**config.mk**
```make
export PLATFORM = sky130hd
export DESIGN_NAME = positional_list_engine
export DESIGN_NICKNAME = d
export VERILOG_FILES = /design/src/rtl/ple_pkg.sv /design/src/rtl/ple_ram.sv /design/src/rtl/positional_list_engine.sv
export SDC_FILE = /design/constraint.sdc
export NUM_CORES = 1
export LEC_CHECK = 0
export ABC_AREA = 1
export BUFFER_PORTS_ARGS = -buffer_cell sky130_fd_sc_hd__buf_2
export CELL_PAD_IN_SITES_DETAIL_PLACEMENT = 0
export CELL_PAD_IN_SITES_GLOBAL_PLACEMENT = 1
export CORE_MARGIN = 2
export CORE_UTILIZATION = 35
export CTS_BUF_LIST = sky130_fd_sc_hd__clkbuf_8
export DETAILED_ROUTE_END_ITERATION = 16
export PLACE_DENSITY_LB_ADDON = 0.1
export SLEW_MARGIN = 20
export SYNTH_ARGS = -nofsm -noshare
export SYNTH_HDL_FRONTEND = slang
export SYNTH_HIERARCHICAL = 1
export SYNTH_SLANG_ARGS = --single-unit
```
**constraint.sdc**
```tcl
create_clock -name clk_i -period 4.5 [get_ports clk_i]
set_clock_uncertainty 0.2 [all_clocks]
set_input_delay 1.125 -clock clk_i [delete_from_list [all_inputs] [get_ports clk_i]]
set_output_delay 1.125 -clock clk_i [all_outputs]
set_load 0.005 [all_outputs]
```
**src/rtl/ple_pkg.sv**
```systemverilog
// Package for the positional list engine.
// Holds the list capacity, field widths, operation and status codes, and the state encoding.
// No dependencies.
package ple_pkg;

  localparam int unsigned Capacity = 16;
  localparam int unsigned AddrW    = $clog2(Capacity);
  localparam int unsigned CntW     = $clog2(Capacity + 1);

  localparam int unsigned OpW   = 3;
  localparam int unsigned DataW = 32;
  localparam int unsigned PosW  = 5;
  localparam int unsigned StW   = 3;

  localparam logic [OpW-1:0] OP_PUSH_FRONT = 3'd0;
  localparam logic [OpW-1:0] OP_PUSH_BACK  = 3'd1;
  localparam logic [OpW-1:0] OP_INSERT_AT  = 3'd2;
  localparam logic [OpW-1:0] OP_DELETE_AT  = 3'd3;
  localparam logic [OpW-1:0] OP_COUNT      = 3'd4;
  localparam logic [OpW-1:0] OP_SEARCH     = 3'd5;
  localparam logic [OpW-1:0] OP_READ_AT    = 3'd6;

  localparam logic [StW-1:0] ST_OK      = 3'd0;
  localparam logic [StW-1:0] ST_EMPTY   = 3'd1;
  localparam logic [StW-1:0] ST_RANGE   = 3'd2;
  localparam logic [StW-1:0] ST_FULL    = 3'd3;
  localparam logic [StW-1:0] ST_MISSING = 3'd4;

  typedef enum logic [7:0] {
    S_IDLE    = 8'b0000_0001,
    S_INS_RD  = 8'b0000_0010,
    S_INS_WR  = 8'b0000_0100,
    S_INS_PUT = 8'b0000_1000,
    S_DEL_RD  = 8'b0001_0000,
    S_DEL_WR  = 8'b0010_0000,
    S_SRCH    = 8'b0100_0000,
    S_READ    = 8'b1000_0000
  } state_e;

endpackage

```
**src/rtl/ple_ram.sv**
```systemverilog
// Generic single-port-write, single-port-read RAM with registered read data.
// Width and depth set by parameters; no dependencies.
module ple_ram #(
  parameter int unsigned Width = 32,
  parameter int unsigned Depth = 16
) (
  input  logic                     clk_i,
  input  logic                     we_i,
  input  logic [$clog2(Depth)-1:0] waddr_i,
  input  logic [Width-1:0]         wdata_i,
  input  logic [$clog2(Depth)-1:0] raddr_i,
  output logic [Width-1:0]         rdata_o
);

  logic [Width-1:0] mem_q [Depth];
  logic [Width-1:0] rdata_q;

  always_ff @(posedge clk_i) begin
    if (we_i) begin
      mem_q[waddr_i] <= wdata_i;
    end
    rdata_q <= mem_q[raddr_i];
  end

  assign rdata_o = rdata_q;

endmodule

```
**src/rtl/positional_list_engine.sv**
```systemverilog
// Positional list engine: bounded ordered list of signed 32-bit values.
// Count, unused-code, empty, full and range requests, appends and deletes of the last entry
// strobe their result in the cycle after accept; read at passes through S_READ, search scans
// entries in order, other inserts shift entries up then write the item, other deletes shift down.
// busy drops in the strobe cycle, so the next request is taken at the edge that ends it.
// Cost is set by the RAM's one read and one write port that every shift and scan step uses.
// Reset clears the state, entry count and result strobe; list storage is never cleared.
// The receiver cannot stall: each result is shown for exactly one cycle.
module positional_list_engine (
  input  logic                         clk_i,
  input  logic                         rst_ni,
  input  logic                         start,
  output logic                         busy,
  input  logic [ple_pkg::OpW-1:0]      operation_i,
  input  logic signed [ple_pkg::DataW-1:0] item_value_i,
  input  logic [ple_pkg::PosW-1:0]     position_i,
  output logic                         result_valid_o,
  output logic [ple_pkg::StW-1:0]      status_o,
  output logic [ple_pkg::CntW-1:0]     entry_count_o,
  output logic [ple_pkg::PosW-1:0]     found_position_o,
  output logic signed [ple_pkg::DataW-1:0] read_value_o
);
  import ple_pkg::*;

  state_e state_q, state_d;
  logic [CntW-1:0]  len_q, len_d;
  logic [AddrW-1:0] k_q, k_d;
  logic [AddrW-1:0] idx_q, idx_d;
  logic [DataW-1:0] value_q, value_d;

  logic             valid_q, valid_d;
  logic [StW-1:0]   status_q, status_d;
  logic [CntW-1:0]  count_q, count_d;
  logic [PosW-1:0]  found_q, found_d;
  logic [DataW-1:0] readv_q, readv_d;

  logic             we;
  logic [AddrW-1:0] waddr, raddr;
  logic [DataW-1:0] wdata, rdata;

  logic             full, empty, pos_in_list, ins_pos_ok;
  logic [AddrW-1:0] pos_idx, len_idx;
  logic [CntW-1:0]  len_m1;

  assign full        = (len_q >= CntW'(Capacity));
  assign empty       = (len_q == '0);
  assign pos_in_list = (position_i != '0) && (CntW'(position_i) <= len_q);
  assign ins_pos_ok  = (position_i == PosW'(1)) || pos_in_list;
  assign pos_idx     = AddrW'(position_i - PosW'(1));
  assign len_idx     = AddrW'(len_q);
  assign len_m1      = len_q - CntW'(1);

  ple_ram #(
    .Width(DataW),
    .Depth(Capacity)
  ) u_ram (
    .clk_i  (clk_i),
    .we_i   (we),
    .waddr_i(waddr),
    .wdata_i(wdata),
    .raddr_i(raddr),
    .rdata_o(rdata)
  );

  always_comb begin
    state_d  = state_q;
    len_d    = len_q;
    k_d      = k_q;
    idx_d    = idx_q;
    value_d  = value_q;
    valid_d  = 1'b0;
    status_d = status_q;
    count_d  = count_q;
    found_d  = found_q;
    readv_d  = readv_q;
    we       = 1'b0;
    waddr    = k_q;
    wdata    = rdata;
    raddr    = '0;

    unique case (state_q)
      S_IDLE: begin
        if (start) begin
          value_d  = item_value_i;
          status_d = ST_OK;
          count_d  = len_q;
          found_d  = '0;
          readv_d  = '0;
          unique case (operation_i) inside
            OP_PUSH_FRONT, OP_PUSH_BACK, OP_INSERT_AT: begin
              if (full) begin
                status_d = ST_FULL;
                valid_d  = 1'b1;
              end else if (operation_i == OP_INSERT_AT && !ins_pos_ok) begin
                status_d = ST_RANGE;
                valid_d  = 1'b1;
              end else begin
                if (operation_i == OP_PUSH_BACK) begin
                  idx_d = len_idx;
                end else if (operation_i == OP_PUSH_FRONT) begin
                  idx_d = '0;
                end else begin
                  idx_d = pos_idx;
                end
                if (idx_d == len_idx) begin
                  we      = 1'b1;
                  waddr   = idx_d;
                  wdata   = item_value_i;
                  len_d   = len_q + CntW'(1);
                  count_d = len_d;
                  valid_d = 1'b1;
                end else begin
                  k_d     = len_idx;
                  state_d = S_INS_RD;
                end
              end
            end
            OP_DELETE_AT: begin
              if (empty) begin
                status_d = ST_EMPTY;
                valid_d  = 1'b1;
              end else if (!pos_in_list) begin
                status_d = ST_RANGE;
                valid_d  = 1'b1;
              end else if (CntW'(pos_idx) == len_m1) begin
                len_d   = len_m1;
                count_d = len_m1;
                valid_d = 1'b1;
              end else begin
                k_d     = pos_idx;
                state_d = S_DEL_RD;
              end
            end
            OP_COUNT: begin
              if (empty) begin
                status_d = ST_EMPTY;
              end
              valid_d = 1'b1;
            end
            OP_SEARCH: begin
              if (empty) begin
                status_d = ST_EMPTY;
                valid_d  = 1'b1;
              end else begin
                raddr   = '0;
                k_d     = '0;
                state_d = S_SRCH;
              end
            end
            OP_READ_AT: begin
              if (empty) begin
                status_d = ST_EMPTY;
                valid_d  = 1'b1;
              end else if (!pos_in_list) begin
                status_d = ST_RANGE;
                valid_d  = 1'b1;
              end else begin
                raddr   = pos_idx;
                state_d = S_READ;
              end
            end
            default: begin
              valid_d = 1'b1;
            end
          endcase
        end
      end
      S_INS_RD: begin
        raddr   = k_q - AddrW'(1);
        state_d = S_INS_WR;
      end
      S_INS_WR: begin
        we    = 1'b1;
        waddr = k_q;
        wdata = rdata;
        k_d   = k_q - AddrW'(1);
        if (k_d == idx_q) begin
          state_d = S_INS_PUT;
        end else begin
          state_d = S_INS_RD;
        end
      end
      S_INS_PUT: begin
        we      = 1'b1;
        waddr   = idx_q;
        wdata   = value_q;
        len_d   = len_q + CntW'(1);
        count_d = len_d;
        valid_d = 1'b1;
        state_d = S_IDLE;
      end
      S_DEL_RD: begin
        raddr   = k_q + AddrW'(1);
        state_d = S_DEL_WR;
      end
      S_DEL_WR: begin
        we    = 1'b1;
        waddr = k_q;
        wdata = rdata;
        k_d   = k_q + AddrW'(1);
        if (CntW'(k_d) == len_m1) begin
          len_d   = len_m1;
          count_d = len_m1;
          valid_d = 1'b1;
          state_d = S_IDLE;
        end else begin
          state_d = S_DEL_RD;
        end
      end
      S_SRCH: begin
        if (rdata == value_q) begin
          found_d = PosW'(k_q) + PosW'(1);
          valid_d = 1'b1;
          state_d = S_IDLE;
        end else if (CntW'(k_q) == len_m1) begin
          status_d = ST_MISSING;
          valid_d  = 1'b1;
          state_d  = S_IDLE;
        end else begin
          k_d   = k_q + AddrW'(1);
          raddr = k_d;
        end
      end
      S_READ: begin
        readv_d = rdata;
        valid_d = 1'b1;
        state_d = S_IDLE;
      end
      default: begin
        state_d = S_IDLE;
      end
    endcase
  end

  always_ff @(posedge clk_i or negedge rst_ni) begin
    if (!rst_ni) begin
      state_q <= S_IDLE;
      len_q   <= '0;
      valid_q <= 1'b0;
    end else begin
      state_q <= state_d;
      len_q   <= len_d;
      valid_q <= valid_d;
    end
  end

  always_ff @(posedge clk_i) begin
    k_q      <= k_d;
    idx_q    <= idx_d;
    value_q  <= value_d;
    status_q <= status_d;
    count_q  <= count_d;
    found_q  <= found_d;
    readv_q  <= readv_d;
  end

  assign busy             = (state_q != S_IDLE);
  assign result_valid_o   = valid_q;
  assign status_o         = status_q;
  assign entry_count_o    = count_q;
  assign found_position_o = found_q;
  assign read_value_o     = readv_q;

endmodule

```
After elaboration in Yosys (flattened, before gate mapping)
Memory sizes are Yosys's and may differ from the RTL's. A register that Yosys moved wholly into a read port is not among the register bits.
Cells that the tools add are included.

storage, ports and cells
  RAM bits = 512
  bits in registers = 99
  output and inout port bits = 47
  input port bits = 43
  memories kept = 1
  word-level logic and storage cells = 186

cells by class
  order comparisons = 2
  reduce and logical (&&, ||, !) cells = 24
  bitwise logic cells = 2
  mux-type cells = 101
  equal/unequal tests = 40
  add/subtract/negate cells = 6

memory list
  name         depth  bits a word  read ports  clocked after memory_dff  write ports  line           text
  u_ram.mem_q  16     32           1           1                         1            ple_ram.sv:15  logic [Width-1:0] mem_q [Depth];

operators by type and width
  operator                                                          count
  32-bit 2-to-1 mux                                                 6
  32-bit one-hot mux with 2 select lines                            2
  4-bit 2-to-1 mux                                                  29
  8-bit 2-to-1 mux                                                  12
  5-bit 2-to-1 mux                                                  11
  8-bit one-hot mux with 6 select lines                             1
  32-bit == test                                                    1
  4-bit one-hot mux with 4 select lines                             2
  8-bit one-hot mux with 4 select lines                             1
  3-bit inequality test (second input constant)                     10
  12-bit AND reduction                                              2
  1-bit 2-to-1 mux                                                  20
  5-bit one-hot mux with 2 select lines                             2
  4-bit by 5-bit == test with 1-bit output                          3
  5-bit one-hot mux with 3 select lines                             1
  3-bit 2-to-1 mux                                                  4
  2-bit inequality test (second input constant)                     6
  4-bit one-hot mux with 3 select lines                             1
  3-bit == test (second input constant)                             3
  3-bit one-hot mux with 3 select lines                             1
  4-bit == test                                                     2
  8-bit by 1-bit == test with 1-bit output (second input constant)  1
  8-bit by 2-bit == test with 1-bit output (second input constant)  1
  8-bit by 3-bit == test with 1-bit output (second input constant)  1
  39 further kinds                                                  52

Logic depth before layout (Yosys ltp)
Gate-level depths: netlist of the first run.

  depth after elaboration = 19
  mapped depth = 22
  depth with buffers taken out = 19

Cells and area by module
Netlist of the first run, hierarchy kept.

modules (own cells, without submodules)
  module                  instances  sequential area each (sq um)  cells an instance  area an instance (sq um)
  ple_ram                 1          16015.4                       2122               22731.8
  positional_list_engine  1          2904.0                        890                6804.0

Worst setup path after synthesis of the first run
OpenSTA, ideal clock, no wires.

  path type = input to register
  start = input port position_i[0] (netlist name)
  end = memory u_ram.mem_q[10][0], enable pin
  slack = -0.529 ns
  library setup time = 0.421 ns
  data required time = 3.879 ns
  path buffers = 1
  arrival time = 4.408 ns
  stages = 16
  path through = inv_1 ha_1 inv_1 nand2_1 nand2_1 nand2_1 nand2_1 nand3_2 nor2_4 nand2_2 clkinv_2 nand3_4 buf_2 o211ai_1 nand3_1 nor2_1

between the ends
  cells in the longest elaborated chain, start to end = 17
  elaborated cells between the ends (all ways) = 30
  those cells by class = add/sub (1); order compare (1); eq/ne (2); mux (21); reduce/logical (5)

ends and longest elaborated chain
  item                                         line                           text
  from (decl)                                  positional_list_engine.sv:16   input logic [ple_pkg::PosW-1:0] position_i,
  4-bit by 1-bit subtractor with 4-bit output  positional_list_engine.sv:49   assign pos_idx = AddrW'(position_i - PosW'(1));
  4-bit 2-to-1 mux                             positional_list_engine.sv:100  end else if (operation_i == OP_PUSH_FRONT) begin
  4-bit 2-to-1 mux                             positional_list_engine.sv:98   if (operation_i == OP_PUSH_BACK) begin
  4-bit 2-to-1 mux                             positional_list_engine.sv:94   end else if (operation_i == OP_INSERT_AT && !ins_pos_ok) begin
  4-bit 2-to-1 mux                             positional_list_engine.sv:91   if (full) begin
  4-bit 2-to-1 mux                             positional_list_engine.sv:89   unique case (operation_i) inside
  4-bit 2-to-1 mux                             positional_list_engine.sv:83   if (start) begin
  4-bit 2-to-1 mux                             positional_list_engine.sv:81   unique case (state_q)
  [... 2 more ...]                             -
  1-bit 2-to-1 mux (*)                         positional_list_engine.sv:94
  1-bit 2-to-1 mux (*)                         positional_list_engine.sv:91
  1-bit 2-to-1 mux (*)                         positional_list_engine.sv:89
  1-bit 2-to-1 mux (*)                         positional_list_engine.sv:83
  1-bit one-hot mux with 2 select lines (*)    positional_list_engine.sv:81
  net we                                       positional_list_engine.sv:37   logic we;
  1-bit 2-to-1 mux (*)                         ple_ram.sv:19                  if (we_i) begin
  1-bit 2-to-1 mux (not written as such) (*)   ple_ram.sv:20                  mem_q[waddr_i] <= wdata_i;
  to (decl)                                    ple_ram.sv:15

Mark *: on every way through the listed nets, which the timed path passes. The rest lies on a longest branch. The select of a mux whose other input is x is not followed.

Worst setup path after layout of the first run
  start = register u_ram.rdata_q[13], in the netlist u_ram/rdata_o[13] (read register of u_ram.mem_q)
  end = register u_ram.rdata_q[26], in the netlist u_ram/rdata_o[26] (read register of u_ram.mem_q)

between the ends
  cells in the longest elaborated chain, start to end = 3

ends and longest elaborated chain
  item                                   line                           text
  from (decl)                            ple_ram.sv:16                  logic [Width-1:0] rdata_q;
  32-bit == test                         positional_list_engine.sv:211  if (rdata == value_q) begin
  4-bit 2-to-1 mux                       positional_list_engine.sv:211
  4-bit one-hot mux with 4 select lines  positional_list_engine.sv:81
  net raddr[0]                           positional_list_engine.sv:38   logic [AddrW-1:0] waddr, raddr;

The timed path passes the listed nets, and every way through them passes these cells.
A chain may end at the register's enable or synchronous reset.

==> results of run 1 <==
synthesized netlist by cell type (all sizes together):
master  number
a21o         1
a21oi       49
a221oi       1
a22oi        3
a32oi        1
a41oi        2
and2         1
buf        109
clkbuf      25
clkinv       3
dfrtp       13
dfstp        1
dfxtp       32
edfxtp     597
ha          12
inv        557
nand2      915
nand3      438
nand4       24
nor2       103
nor3         4
nor4         5
o211ai       5
o21ai       48
o21bai       1
o221ai       6
o22ai       35
o41ai        1
or2          4
xnor2        6
xor2        10
path summary, 6_finish.rpt:
kind,endpoint,depth (start not counted)
min in group clk_i,state_q[5],1
max in group asynchronous,state_q[0],1
max reg2reg,u_ram/rdata_o[26],20
min,len_q[2],1
max,u_ram/rdata_o[26],20
min reg2reg,state_q[5],1
power groups by stage:
| stage | registers (mW) | logic, mW | clock network (mW) |
|---|---|---|---|
| 6_report | 8.97 | 7.55 | 5.35 |
| 4_1_cts | 8.96 | 7.61 | 5.52 |
| 3_3_place_gp | 9.07 | 7.56 | 0 |
| 3_5_place_dp | 9.08 | 7.58 | 0 |
| 5_1_grt | 9.01 | 8.33 | 5.78 |
| 2_1_floorplan | 8.88 | 4.04 | 0 |
sequential cells by signal, indices dropped and copies added (netlist names):
register and flops:
idx_q 4, result_valid_o 1, u_ram/rdata_o 32, found_position_o 5, read_value_o 32, k_q 4, state_q 8, len_q 5
value_q 32, status_o 3, entry_count_o 5, u_ram/mem_q 512
layout make-up:
class | count | area [um2]
Sequential cell | 643 | 18900
Clock buffer | 132 | 1820
Fill cell | 8175 | 48900
Tap cell | 1080 | 1350
Antenna cell | 1 | 2.50
Multi-Input combinational cell | 1675 | 7840
Clock inverter | 84 | 454
Inverter | 560 | 2110
Timing Repair Buffer | 235 | 2150
cell usage in the layout, fill, tap and decap left out, types with 4 or more instances in the layout:
master	netlist	layout
xnor2_1	6	6
inv_1	551	594
buf_2	49	89
ha_1	12	12
clkinv_2	1	20
a21oi_1	19	19
xor2_1	9	9
buf_4	7	97
nor2_1	100	83
inv_2	4	4
nand2_1	911	908
nand3_1	433	433
nand3_2	4	4
edfxtp_1	597	597
dfxtp_1	32	32
buf_12	1	49
o22ai_1	35	35
nor2_4	2	19
clkbuf_8	0	132
nor4_1	5	5
clkinv_1	2	15
nand4_1	24	24
dfrtp_1	13	13
o21ai_0	17	16
a21oi_2	30	30
o211ai_2	4	4
o21ai_1	31	31
nand2_2	4	7
metrics by stage:
stage / setup WS, ps / hold WS, ps
global placement: 65.5 / 260
global route: 119 / 34.6
floorplan: -514 / 245
detailed placement: 1.96 / 292
finish: 449 / 67.3
CTS: 425 / 1.78
routing by layer:
layer  up-vias  GRT usage  part of all wire
li1      10200          -                 -
met1     10300      0.312              0.48
met2       655      0.312              0.43
met4         2     0.0562             0.022
met5         -          0           0.00017
met3       134     0.0369             0.066
cell families (layout without fill, tap and decap cells):
kind of cell | Yosys count | count (layout) | share of synthesized area
fa+ha+maj | 12 | 12 | 0.00508
simple gates | 1494 | 1494 | 0.214
compound gates | 153 | 153 | 0.0344
other cells | 0 | 1 | 0
buf+inv | 694 | 1011 | 0.101
xor+xnor | 16 | 16 | 0.00500
flops | 643 | 643 | 0.641
==> key figures, run 1 <==
Floorplanning
  • CORE AREA: between 80000 and 90000 um2
  • Initial Util: 0.353
  • Die Wd: ~290 um
  • Full die area: a little under 90000 um2
  • Top Ports: 90
  • Die H: 294 um
  • Row cnt: 106

Clocking
  • Clk slew on worst S/H paths: approximately 80 ps
  • # H-tree levels: 3
  • # clock sinks: approximately 640
  • Cts hold-fix bufs: 0
  • Clock latency on the worst-skew pair: roughly 760 ps
  • CTS tree: done
  • TritonCTS Buffers: ~110
  • Setup repair bufs after CTS: 0
  • Root Buffer Master: clkbuf_8
  • Clock Tree Buf Depth: 3
  • CTS-repair resized insts: 0

Yosys
  • Syn avg cell area: 9.81 um2
  • Biggest area consumer among synthesized cells: edfxtp_1
  • Sequential share of the synthesized area: 0.641
  • Dominant cells by area after synthesis: edfxtp_1, nand2_1, nand3_1
  • Syn_nets: around 3.1k
  • Mapped cell area: between 20000 and 30000 um2
  • Syn Inst Count: ~3k
  • Top-area cell type share of the netlist area: 0.607
  • Number of synthesized register bits: about 640
  • Synth Warn #: 6
  • Library cells used by synthesis: 49

Worst setup path
  • Setup crit start kind: flop
  • Delay-heaviest family, CP: simple AND/OR/NAND/NOR gates
  • Crit path kind: flop to flop
  • Max FO, Critical Path: 40
  • R2R Setup Slk: about 450 ps
  • Crit path DAT: between 4000 and 5000 ps
  • CP cell instances: inv_1, nand2_1, nand4_1, nor2_1, nand2_1, nor2_1, nand2_1, nand3_2, nand2_1, o21ai_0, o21ai_4, buf_12, inv_6, buf_12, buf_4, nand2_1, nand3_1, nand3_1, nand3_1, nand2_1
  • Worst r2r src: u_ram/rdata_o[13]
  • CP Launch Point: u_ram/rdata_o[13]
  • Endpoint type of the worst setup path: flop
  • Critical path buffer and inverter count: 5
  • CP Data Required Time: around 4900 ps
  • Crit-path max cell delay: around 580 ps
  • CP max stage cell: dfxtp_1
  • Crit path top cell by count: nand2_1

Power
  • Tot Pwr: ~22 mW
  • Power per Cell Area: ~630 nW/um2
  • Sw power: about 8.4 mW
  • Clock power frac: 0.245
  • Comb power frac: 0.345
  • Sequential fraction of design power: 0.410
  • Cell Int Power: 13.5 mW
  • Switching Share: 0.384
  • Largest vdd supply drop: 430 uV
  • Static Leak: 15.1 nW

Finish
  • Finished Layout Cells: about 4.4k
  • Final instance area: approximately 35000 um2
  • Total Nets Final: 3284
  • Area Overhead vs Synth: 17.3%
  • Share of layout cells above drive strength 1: 0.144
  • Final core occ: 0.415

Placement
  • I/O Buffers: between 80 and 90
  • DP HPWL: 58100 um
  • RePlAce Congestion: ~0.91
  • Post-placement cell count: roughly 4.2k
  • Placed Area: between 30000 and 40000 um2

Worst hold path
  • Hold Path Class: input pin to async pin

Timing
  • Pins Over Slew Limit: 0
  • Fin crit period: a little over 4000 ps
  • Worst-margin pin slew: 679 ps
  • Final period utilization: 0.900
  • Achievable Freq: about 250 MHz
  • Slew Limit Headroom: 0.547
  • Setup violators final: 0
  • Final hold violations: 0
  • Fin Setup TNS: 0 ps
  • Unrepaired setup endpoints after global routing: no

Global routing
  • Antenna violations before repair: 4
  • Largest net degree at the start of global routing: 76
  • Vias in the first global route: roughly 21k
  • Total grt overflow: 0
  • First-pass GRT wire length: 135000 um
  • GRT Util Overall: 0.209

Route
  • Routed wire length per instance: about 20 um
  • Remaining antenna violation count: 0
  • Post-DR vias/cell: about 4.8
  • Routed WL: around 90000 um
  • Total vias in the final route: roughly 21k
  • Number of remaining DRC errors: 0
  • DRT Pass-1 Iters: 5
  • Initial drt markers: 1632

Job
  • Max Cap Viol: 0

Run status
  • Status: finished clean
No activity file was read; power rests on OpenSTA's default activity.
==> inputs of run 2 (changes only) <==
==> constraint.sdc (replaced) <==
create_clock -name clk_i -period 4.5 [get_ports clk_i]
set_clock_uncertainty 0.2 [all_clocks]
set_input_delay 0.225 -clock clk_i [delete_from_list [all_inputs] [get_ports clk_i]]
set_output_delay 0.225 -clock clk_i [all_outputs]
set_load 0.005 [all_outputs]
==> run 2 against run 1 <==
Register-to-register slack worse by 120 ps; final cell count down 0.20%; clock power is 2% lower; sequential cell count stayed put; global-route usage is 0.45 points higher; sequential share of layout area up 0.25 points; first-iteration DRC count up 4.1%; critical path depth fell by 2; non-clock buffer count down 7; via count rose by 0.42%; total power shrank 3.3%; hold slack better by 6.8 ps; largest power group unchanged.
==> key figures, run 2 (synthesized netlist as in run 1, its figures left out) <==
Route
  • Total vias in the final route: 21.4k (+0.42%)
  • Remaining antenna violation count: 0 (unchanged)
  • Initial drt markers: 1699 (+4.1%)
  • Routed WL: 92800 um (+3.1%)
  • DRT Pass-1 Iters: 6 (+1)
  • Post-DR vias/cell: 4.87 (+0.62%)
  • Number of remaining DRC errors: 0 (unchanged)
  • Routed wire length per instance: 21.1 um (+3.3%)

Clocking
  • Clk slew on worst S/H paths: 60 ps (-20 ps)
  • Root Buffer Master: clkbuf_8
  • Clock Tree Buf Depth: 3 (unchanged)
  • TritonCTS Buffers: 113 (-0.88%)
  • CTS tree: done
  • # H-tree levels: 3 (unchanged)
  • # clock sinks: 643 (unchanged)
  • Clock latency on the worst-skew pair: 740 ps (-20 ps)

Worst setup path
  • R2R Setup Slk: 330 ps (-120 ps)
  • Crit path DAT: 4500 ps (+60 ps)
  • Worst r2r src: len_q[0]
  • Max FO, Critical Path: 91 (+130%)
  • R2R cell count: 18 (-10%)
  • Endpoint type of the worst setup path: flop
  • R2R Path End: u_ram/rdata_o[11]
  • CP Data Required Time: 4820 ps (-70 ps)
  • Crit path kind: flop to flop
  • Setup crit start kind: flop

Timing
  • Achievable Freq: 240 MHz (-3.0%)
  • Setup violators final: 0 (unchanged)
  • Final hold violations: 0 (unchanged)
  • Unrepaired setup endpoints after global routing: no
  • Worst-margin pin slew: 889 ps (+211 ps)
  • Final period utilization: 0.928 (+0.0275)
  • Pins Over Slew Limit: 0 (unchanged)
  • Fin crit period: 4170 ps (+124 ps)
  • Slew Limit Headroom: 0.406 (-0.142)

Placement
  • I/O Buffers: 89 (unchanged)
  • DP HPWL: 56300 um (-3.1%)
  • Placed Area: 31700 um2 (-2.2%)
  • RePlAce Congestion: 0.869 (-4.5%)
  • Post-placement cell count: 4127 (-1.6%)

Power
  • Largest vdd supply drop: 284 uV (-34%)
  • Static Leak: 15.0 nW (-0.71%)
  • Power per Cell Area: 613 nW/um2 (-2.9%)

Worst hold path
  • Min-delay src: item_value_i[4]
  • Hold EP: value_q[4]
  • Hold Path Stages: 2
  • Hold Path Class: input pin to flop

Floorplanning
  • CORE AREA: 83600 um2 (unchanged)
  • Full die area: 86700 um2 (unchanged)
  • Top Ports: 90 (unchanged)
  • Initial Util: 0.353 (unchanged)
  • Die H: 294 um (unchanged)
  • Row cnt: 106 (unchanged)
  • Die Wd: 294 um (unchanged)

Global routing
  • First-pass GRT wire length: 136000 um (+0.91%)
  • GRT Util Overall: 0.214 (+0.00445)
  • Largest net degree at the start of global routing: 101 (+33%)
  • Total grt overflow: 0 (unchanged)
  • Antenna violations before repair: 4 (unchanged)
  • Vias in the first global route: 20.9k (-0.58%)

Finish
  • Footprint of the multi-input gates: 7840 um2 (unchanged)
  • Finished Layout Cells: 4401 (-0.20%)
  • Register area: 18900 um2 (unchanged)
  • Max reg flops: 512 (unchanged)
  • Total Nets Final: 3276 (-0.24%)
  • Area Overhead vs Synth: 16.8%
  • # fillers: 8191 (+0.20%)
  • Most flop-heavy register: u_ram/mem_q
  • Share of layout cells above drive strength 1: 0.122 (-0.0216)
  • Commonest cells after routing, fill and taps aside: nand2_1, inv_1, edfxtp_1
  • Commonest non-fill, non-tap cell in the layout: nand2_1
  • Final instance area: 34500 um2 (-0.45%)

Job
  • Max Cap Viol: 0 (unchanged)

Run status
  • Status: finished clean
-- run 2: cell types whose count changed in the layout (fill, tap and decap cells not counted), moves of 3 or more --
cell	delta
buf_4	-49
bufinv_16	-3
buf_12	-17
clkinv_1	-4
clkinv_2	-11
inv_1	+9
dlygate4sd3_1	+59
clkbuf_8	+5
-- run 2: worst max path at each step --
stage                                 start            endpoint  cells past startpoint
final                              len_q[0]   u_ram/rdata_o[11]                     18
after global placement    u_ram/rdata_o[13]   u_ram/rdata_o[11]                     18
after floorplan                    len_q[3]  u_ram/mem_q[10][0]                     17
after global routing               len_q[0]   u_ram/rdata_o[11]                     18
after detailed placement  u_ram/rdata_o[13]   u_ram/rdata_o[11]                     18
after CTS                          len_q[0]   u_ram/rdata_o[11]                     18
-- run 2: critical path: stages, from the launching register on --
cell and delay, ps:
dfrtp_1 370, inv_1 230, ha_1 360, nand2_1 90, nand2_1 60, nand2_1 140, nor3_1 290, nand3_1 150
nand3_2 130, nand2_1 140, o21ai_1 300, o21ai_4 240, inv_6 150, buf_12 350, nand2_1 120, nand3_1 110
nand3_1 120, nand3_1 110, nand2_1 220
-- run 2: what timing repair did --
| item | CTS | global route |
|---|---|---|
| endpoints found under the hold margin | 117 | 0 |
| gates resized for setup | 1 | 1 |
| setup endpoints to repair | 1 | 1 |
| hold buffers | 59 | 0 |
| cloned | 0 | 0 |
| pin swaps | 0 | 0 |
| setup buffers | 0 | 0 |
-- run 2: metal layers --
metal | wire, um | up-vias | global-route usage
met1 | 43500 | 10500 | 0.304
met4 | 1780 | 0 | 0.0595
met5 | 0 | - | 0
met3 | 5430 | 111 | 0.0346
met2 | 42200 | 603 | 0.337
li1 | - | 10200 | -
-- run 2: where the power goes --
part / total, mW / internal, mW / switching, mW
sequential: 8.99 / 8.62 / 0.375
clock: 5.22 / 2.75 / 2.47
combinational: 6.92 / 1.64 / 5.29
total: 21.1 / 13.0 / 8.13
-- run 2: cell type report --
cell class	instances	area share
sequential	643	0.548
multi-input combinational	1675	0.227
inverter	560	0.0613
timing repair buffer	228	0.0591
clock buffer	137	0.0547
tap	1080	0.0392
clock inverter	77	0.0100
antenna	1	0.0000725
-- run 2: per-stage QoR --
stage / setup slack (ps) / total power, mW / hold WS (ps) / setup TNS, ps / util
global placement: -93.2 / 16.0 / -28.9 / -93.2 / 0.379
floorplan: 84.3 / 12.9 / -271 / 0 / -
CTS: 61.8 / 21.3 / 0.359 / 0 / 0.413
finish: 326 / 21.1 / 74.1 / 0 / 0.413
global route: 22.4 / 22.3 / 37.0 / 0 / 0.413
detailed placement: -80.8 / 16.0 / -30.4 / -80.8 / 0.379
